[src/sv/cd_pkg.sv]
// ---------------------------------------------------------------------------
// cd_pkg: shared types and constants of the circular deque
// Word formats, operation and status codes, store geometry and the helper
// that turns the depth register into the last usable slot index.
// ---------------------------------------------------------------------------
`default_nettype none

package cd_pkg;

   // Store geometry
   localparam int MAX_DEPTH = 16;
   localparam int IDX_W     = (MAX_DEPTH > 1) ? $clog2(MAX_DEPTH) : 1;
   localparam int CNT_W     = $clog2(MAX_DEPTH + 1);
   localparam int CFG_W     = 5;
   localparam int DW        = (CFG_W > CNT_W) ? CFG_W : CNT_W;
   localparam int WORD_W    = 32;

   localparam logic [CFG_W-1:0] DEPTH_RESET = CFG_W'(16);

   typedef enum logic [1:0] {
      OP_PUSH_FRONT = 2'd0,
      OP_PUSH_REAR  = 2'd1,
      OP_POP_FRONT  = 2'd2,
      OP_POP_REAR   = 2'd3
   } op_type;

   typedef enum logic [1:0] {
      ST_DONE  = 2'd0,
      ST_FULL  = 2'd1,
      ST_EMPTY = 2'd2
   } status_type;

   typedef struct packed {
      op_type             operation;
      logic signed [31:0] data_in;
   } req_word_type;

   typedef struct packed {
      logic signed [31:0] data_out;
      status_type         status;
      logic               now_empty;
      logic               now_full;
   } rsp_word_type;

   // Clamp the depth register to 1..MAX_DEPTH and return the last slot index
   function automatic logic [IDX_W-1:0] last_index(input logic [CFG_W-1:0] value);
      logic [DW-1:0] wide;
      wide = DW'(value);
      if (wide == '0) begin
         return '0;
      end
      if (wide > DW'(MAX_DEPTH)) begin
         return IDX_W'(MAX_DEPTH - 1);
      end
      return IDX_W'(wide - DW'(1));
   endfunction

endpackage

`default_nettype wire

[src/sv/cd_ram.sv]
// ---------------------------------------------------------------------------
// cd_ram: generic single-write, single-read RAM
// One write port and one read port, read data registered.
// ---------------------------------------------------------------------------
`default_nettype none

module cd_ram #(
   parameter int WIDTH = 32,
   parameter int DEPTH = 16
) (
   input  wire logic                                      clock,
   input  wire logic                                      wr_en,
   input  wire logic [((DEPTH > 1) ? $clog2(DEPTH) : 1)-1:0] wr_addr,
   input  wire logic [WIDTH-1:0]                          wr_data,
   input  wire logic                                      rd_en,
   input  wire logic [((DEPTH > 1) ? $clog2(DEPTH) : 1)-1:0] rd_addr,
   output logic      [WIDTH-1:0]                          rd_data
);

   logic [WIDTH-1:0] mem_ff [DEPTH];

   // Write, and register the read word
   always_ff @(posedge clock) begin
      if (wr_en) begin
         mem_ff[wr_addr] <= wr_data;
      end
      if (rd_en) begin
         rd_data <= mem_ff[rd_addr];
      end
   end

endmodule

`default_nettype wire

[src/sv/circular_deque.sv]
// ---------------------------------------------------------------------------
// circular_deque: double-ended queue of signed 32-bit words
// Words sit in a circular RAM; head/tail indices and the empty flag live in
// registers. Push and pop at either end, depth set by a control register.
// ---------------------------------------------------------------------------
// The result word appears in the cycle after start is taken. Throughput is
// one operation per cycle unless busy; pops read the RAM in the accept
// cycle and its registered read port delivers the word in the result cycle.
// busy is high during reset and while a depth write is offered on the csr port.
// Reset: synchronous; the deque is empty, both indices 0, depth 16.
// The result channel cannot be stalled.
`default_nettype none

module circular_deque
   import cd_pkg::*;
(
   input  wire logic         clock,
   input  wire logic         reset,
   input  wire logic         start,
   output logic              busy,
   input  wire req_word_type req_word,
   output logic              rsp_valid,
   output rsp_word_type      rsp_word,
   input  wire logic         csr_valid,
   output logic              csr_ready,
   input  wire logic [4:0]   csr_data
);

   logic [IDX_W-1:0] head_ff, head_in;
   logic [IDX_W-1:0] tail_ff, tail_in;
   logic [IDX_W-1:0] last_ff;
   logic             empty_ff, empty_in;
   logic             rsp_valid_ff;
   logic             from_ram_ff, from_ram_in;
   logic [31:0]      const_ff, const_in;
   status_type       status_ff, status_in;
   logic             now_empty_ff, now_full_ff, now_full_in;

   logic             accept;
   logic             csr_write;
   logic             full_now;
   logic             wr_en, rd_en;
   logic [IDX_W-1:0] wr_addr, rd_addr;
   logic [31:0]      rd_data;

   // Wrap-around step helpers
   function automatic logic [IDX_W-1:0] step_up(input logic [IDX_W-1:0] i,
                                                input logic [IDX_W-1:0] last);
      return (i == last) ? '0 : i + IDX_W'(1);
   endfunction

   function automatic logic [IDX_W-1:0] step_down(input logic [IDX_W-1:0] i,
                                                  input logic [IDX_W-1:0] last);
      return (i == '0) ? last : i - IDX_W'(1);
   endfunction

   // Hold off commands and depth writes while in reset
   assign csr_ready = !reset;
   assign csr_write = csr_valid && csr_ready;
   assign busy      = csr_valid || reset;
   assign accept    = start && !busy;
   assign full_now  = !empty_ff && (step_up(tail_ff, last_ff) == head_ff);

   // Decide the operation against the current indices
   always_comb begin
      head_in     = head_ff;
      tail_in     = tail_ff;
      empty_in    = empty_ff;
      status_in   = ST_DONE;
      const_in    = '0;
      from_ram_in = 1'b0;
      wr_en       = 1'b0;
      wr_addr     = '0;
      rd_en       = 1'b0;
      rd_addr     = head_ff;
      case (req_word.operation)
         OP_PUSH_FRONT, OP_PUSH_REAR: begin
            if (full_now) begin
               status_in = ST_FULL;
            end else if (empty_ff) begin
               head_in  = '0;
               tail_in  = '0;
               empty_in = 1'b0;
               wr_en    = accept;
               wr_addr  = '0;
            end else if (req_word.operation == OP_PUSH_FRONT) begin
               head_in = step_down(head_ff, last_ff);
               wr_en   = accept;
               wr_addr = head_in;
            end else begin
               tail_in = step_up(tail_ff, last_ff);
               wr_en   = accept;
               wr_addr = tail_in;
            end
         end
         OP_POP_FRONT, OP_POP_REAR: begin
            if (empty_ff) begin
               status_in = ST_EMPTY;
               const_in  = '1;
            end else begin
               from_ram_in = 1'b1;
               rd_en       = accept;
               rd_addr     = (req_word.operation == OP_POP_FRONT) ? head_ff : tail_ff;
               if (head_ff == tail_ff) begin
                  head_in  = '0;
                  tail_in  = '0;
                  empty_in = 1'b1;
               end else if (req_word.operation == OP_POP_FRONT) begin
                  head_in = step_up(head_ff, last_ff);
               end else begin
                  tail_in = step_down(tail_ff, last_ff);
               end
            end
         end
         default: begin
            status_in = ST_DONE;
         end
      endcase
      now_full_in = !empty_in && (step_up(tail_in, last_ff) == head_in);
   end

   // Hold indices and depth, register the result word
   always_ff @(posedge clock) begin
      if (reset) begin
         head_ff      <= '0;
         tail_ff      <= '0;
         empty_ff     <= 1'b1;
         last_ff      <= last_index(DEPTH_RESET);
         rsp_valid_ff <= 1'b0;
      end else begin
         rsp_valid_ff <= accept;
         if (csr_write) begin
            last_ff  <= last_index(csr_data);
            head_ff  <= '0;
            tail_ff  <= '0;
            empty_ff <= 1'b1;
         end else if (accept) begin
            head_ff  <= head_in;
            tail_ff  <= tail_in;
            empty_ff <= empty_in;
         end
      end
      if (accept) begin
         from_ram_ff  <= from_ram_in;
         const_ff     <= const_in;
         status_ff    <= status_in;
         now_empty_ff <= empty_in;
         now_full_ff  <= now_full_in;
      end
   end

   cd_ram #(
      .WIDTH(WORD_W),
      .DEPTH(MAX_DEPTH)
   ) u_store (
      .clock  (clock),
      .wr_en  (wr_en),
      .wr_addr(wr_addr),
      .wr_data(req_word.data_in),
      .rd_en  (rd_en),
      .rd_addr(rd_addr),
      .rd_data(rd_data)
   );

   // Drive the result word
   assign rsp_valid          = rsp_valid_ff;
   assign rsp_word.data_out  = from_ram_ff ? rd_data : const_ff;
   assign rsp_word.status    = status_ff;
   assign rsp_word.now_empty = now_empty_ff;
   assign rsp_word.now_full  = now_full_ff;

   // Every result word follows exactly one accepted command
   a_rsp_follows_accept: assert property (@(posedge clock) disable iff (reset)
      rsp_valid |-> $past(accept))
      else $error("result word without accepted command");

   // Empty and full never reported together
   a_flags_exclusive: assert property (@(posedge clock) disable iff (reset)
      rsp_valid |-> !(rsp_word.now_empty && rsp_word.now_full))
      else $error("empty and full both set");

   // An empty deque parks both indices at slot 0
   a_empty_parks: assert property (@(posedge clock) disable iff (reset)
      empty_ff |-> (head_ff == '0) && (tail_ff == '0))
      else $error("indices not parked while empty");

   // A refused push leaves the indices untouched
   a_full_holds: assert property (@(posedge clock) disable iff (reset)
      (rsp_valid && rsp_word.status == ST_FULL) |-> ($stable(head_ff) && $stable(tail_ff)))
      else $error("refused push moved an index");

endmodule

`default_nettype wire
[config.mk]
export PLATFORM = sky130hd
export DESIGN_NAME = circular_deque
export DESIGN_NICKNAME = d
export VERILOG_FILES = /design/src/sv/cd_pkg.sv /design/src/sv/cd_ram.sv /design/src/sv/circular_deque.sv
export SDC_FILE = /design/constraint.sdc
export NUM_CORES = 1
export LEC_CHECK = 0
export BUFFER_PORTS_ARGS = -buffer_cell sky130_fd_sc_hd__buf_2
export CAP_MARGIN = 20
export CORE_ASPECT_RATIO = 0.9
export CORE_UTILIZATION = 30
export DETAILED_ROUTE_END_ITERATION = 7
export GPL_TIMING_DRIVEN = 0
export SLEW_MARGIN = 25
export SYNTH_ARGS = -nofsm -noshare
export SYNTH_HDL_FRONTEND = slang
export SYNTH_HIERARCHICAL = 1
export SYNTH_SLANG_ARGS = --single-unit
[constraint.sdc]
create_clock -name clock -period 8.5 [get_ports clock]
set_clock_uncertainty 0.2 [all_clocks]
set_input_delay 1.7 -clock clock [delete_from_list [all_inputs] [get_ports clock]]
set_output_delay 1.7 -clock clock [all_outputs]
set_load 0.1 [all_outputs]
==> results.ini <==
[outcome]
status = finished, final reports clean

[sta]
finalSetupViolations = 0
fmax_ghz = 0.184
worstMarginPinSlew_ns = 1.02
rsz0062_at_grt = false
fin_crit_ns = 5.45
worst_slack_ns = 3.05
period_share_pct = 64.1
finalHoldViolations = 0
max-slew-margin-rel_pct = 31.5
slew_viol_final = 0

[clock_network]
cts.repair.resized = 0
htree_num_levels = 2
tritoncts = yes
path_clk_slew_ns = 0.06
cts.sinks = 563
numCtsBuffers = 57
post_cts_buffers = 0
root_buffer = clkbuf_16
clockBufferDepth = 3
worst_skew_pair.late_latency_ns = 0.62
cts_hold_buf = 0

[cells_and_area]
antenna_cells = 0
nets = 1436
drive_gt1_share_pct = 27.1
synthToLayoutAreaGrowth_pct = 18.3

[placement]
portBuffers = 78
place_ws_ns = 2.75
gp_congestion = 0.829
dp.final_hpwl_um = 36800

[worst_setup_path]
cp_max_fo = 17
critPathRequiredTime_ns = 8.60
end_kind = flop
ff2ff_path_depth = 14
r2r_setup_slack_ns = 3.05
rr_endpoint = u_store/mem_ff[11][0]
start_kind = flop
crit_end = u_store/mem_ff[11][0]
crit_start = tail_ff[0]
critPathArrivalTime_ns = 5.55
reg2reg_from = tail_ff[0]
criticalPathCategory = reg -> reg

[logic_synthesis]
ys_seq_area_share_pct = 74.1
synth_nets = 1258
synth_edf_count = 549
synth_cells = 1209
syn_avg_cell_area_um2 = 18.7
ys_types = 66
ys_ff_latch = 563
synth_flop_cell = edfxtp_1
synth_top_cell_area_share_pct = 72.8
syn_area_mm2 = 0.0226
async_reset_ff_share_pct = 0
yosys_warnings = 6
yosys-top-cells-area = edfxtp_1, mux4_2, a22oi_1, nand2_1, dfxtp_1
yosys.area.top_type = edfxtp_1

[global_routing]
grt_pass1_vias = 12200
grtUsageTotal_pct = 14.3
grt_pass1_wl_um = 81300
grt_max_degree = 18
antenna_found_initial = 3
overflow = 0

[floorplan]
design.die.area_mm2 = 0.0766
io_pins = 82
dieHeight_um = 263
std_cell_rows = 95
fp.dieW_um = 292
fp.coreArea_mm2 = 0.0746
start_util_pct = 30.3

[route]
drtAntennaViolNets = 0
wire_per_inst_um = 22.9
via_per_inst = 5.02
vias = 12000
wirelength_um = 55000
drt-initial-drc-count = 1182
firstDrtPassIters = 5
route.detailed.drc = 0

[pwr]
total_power_uw = 5660
power.density_mw_per_mm2 = 211
peakVddDrop_mv = 0.180
leakage_uw = 0.00855

[hold_path]
hold_path_class = reg -> reg

[job]
max_cap_violations = 0

[area by class of cell]
| cell class | count | area (um^2) |
|---|---|---|
| inverters | 18 | 67.6 |
| clock buffers | 72 | 1480 |
| repair buffers | 119 | 1080 |
| well taps | 970 | 1210 |
| clock inverters | 30 | 254 |
| multi-input cells | 550 | 5540 |
| flip-flops and latches | 563 | 16800 |
| fillers | 6878 | 47900 |
| plain buffers | 78 | 385 |
[layout by cell type (no fill, tap or decap), types with 5 or more instances in the layout]
master | synthesis | final
clkbuf_1 | 37 | 52
clkbuf_16 | 0 | 57
nor2_4 | 0 | 13
inv_1 | 17 | 17
nand3_1 | 6 | 6
buf_2 | 11 | 89
buf_1 | 11 | 11
mux2i_1 | 6 | 6
a21oi_1 | 17 | 17
clkinv_1 | 1 | 10
ha_1 | 6 | 6
nand2_1 | 127 | 127
buf_4 | 17 | 37
buf_12 | 0 | 5
xnor2_1 | 14 | 14
o21ai_0 | 16 | 16
edfxtp_1 | 549 | 549
nor3_1 | 16 | 12
nor2b_1 | 10 | 10
nand2b_1 | 9 | 9
a22oi_1 | 64 | 64
clkinv_2 | 0 | 11
a211oi_1 | 5 | 5
nor2_1 | 42 | 29
mux4_2 | 128 | 128
buf_16 | 0 | 16
dfxtp_1 | 14 | 14
xor2_1 | 9 | 9
[worst min-delay path by stage]
stage,from,end,slack [ns],depth (start not counted)
floorplan,last_ff[0],last_ff[0],0.37,2
global placement,last_ff[1],last_ff[1],0.44,3
detailed placement,last_ff[3],last_ff[3],0.45,3
CTS,last_ff[3],last_ff[3],0.46,3
global route,last_ff[1],last_ff[1],0.48,3
finish,last_ff[3],last_ff[3],0.45,3
[worst max-delay path, stage by stage (launching register included)]
cell and delay (ns):
dfxtp_1 0.36, buf_4 0.20, clkbuf_1 0.45, inv_1 0.21
ha_1 0.44, xnor2_1 0.16, and3_1 0.18, o21ai_0 0.21
and2_4 0.18, buf_6 0.13, nor2_1 0.08, nor3_1 0.85
nand2_1 0.49, nor2_4 0.69, buf_12 0.27
[cells in the mapped netlist (2+ instances only)]
cell	count
buf_1	11
nand3b_1	3
buf_6	2
a41oi_1	2
o31ai_1	4
and4_1	2
inv_1	17
mux4_2	128
a21oi_1	17
o41ai_1	2
o21ai_0	16
nor2_1	42
a21o_1	2
and3_1	2
maj3_1	2
a211oi_1	5
buf_2	11
xor2_1	9
nand3_1	6
o21ai_2	2
o22ai_1	2
nor3_1	16
buf_4	17
nor4b_1	2
edfxtp_1	549
nand2_1	127
a22o_1	4
a32o_1	2
a311oi_1	2
nor2b_1	10
nand4_1	3
clkbuf_1	37
dfxtp_1	14
nand2b_1	9
mux2i_1	6
o211ai_1	4
o21bai_1	2
ha_1	6
nor3b_1	3
a22oi_1	64
xnor2_1	14
mux2_2	3
nor4_1	2
a31oi_1	4
[registers in the layout, summed over array words and instances, names as in the netlist, 4 cells and up]
register,cells
u_store/rd_data,32
tail_ff,4
u_store/mem_ff,512
last_ff,4
head_ff,4
[per-stage QoR]
step	setup TNS (ns)	std cells	area (um^2)	hold WS, ns	util, %
2_1_floorplan	0	1209	22600	0.365	-
3_3_place_gp	-82.24	2257	24200	0.436	32.5
3_5_place_dp	0	2298	25100	0.449	33.6
4_1_cts	0	2400	26800	0.462	35.9
5_1_grt	0	2400	26800	0.484	35.9
6_report	0	2400	26800	0.454	35.9
[per-layer routing]
| layer | vias up | global-route usage [%] | share of wire (%) |
|---|---|---|---|
| met2 | 350 | 22.7 | 48 |
| met3 | 53 | 2.74 | 5.9 |
| met4 | 4 | 3.12 | 1.5 |
| met5 | - | 0 | 0.042 |
| li1 | 5253 | - | - |
| met1 | 6382 | 20.2 | 45 |
[report_power, final]
group	total, uW	switching [uW]	internal (uW)
sequential	3050	3.26	3050
combinational	273	185	87.2
clock	2330	1050	1280
[kinds of logic (layout without fill, tap and decap cells)]
kind of cell    after synthesis  count (layout)  synth area share, %
fa+ha+maj                     8               8                0.420
mux                         137             137                 13.1
compound gates              146             146                 4.72
simple gates                235             235                 4.70
flops                       563             563                 74.1
xor+xnor                     24              24                0.962
buf+inv                      96             317                 2.00
No activity file was read; power rests on OpenSTA's default activity.
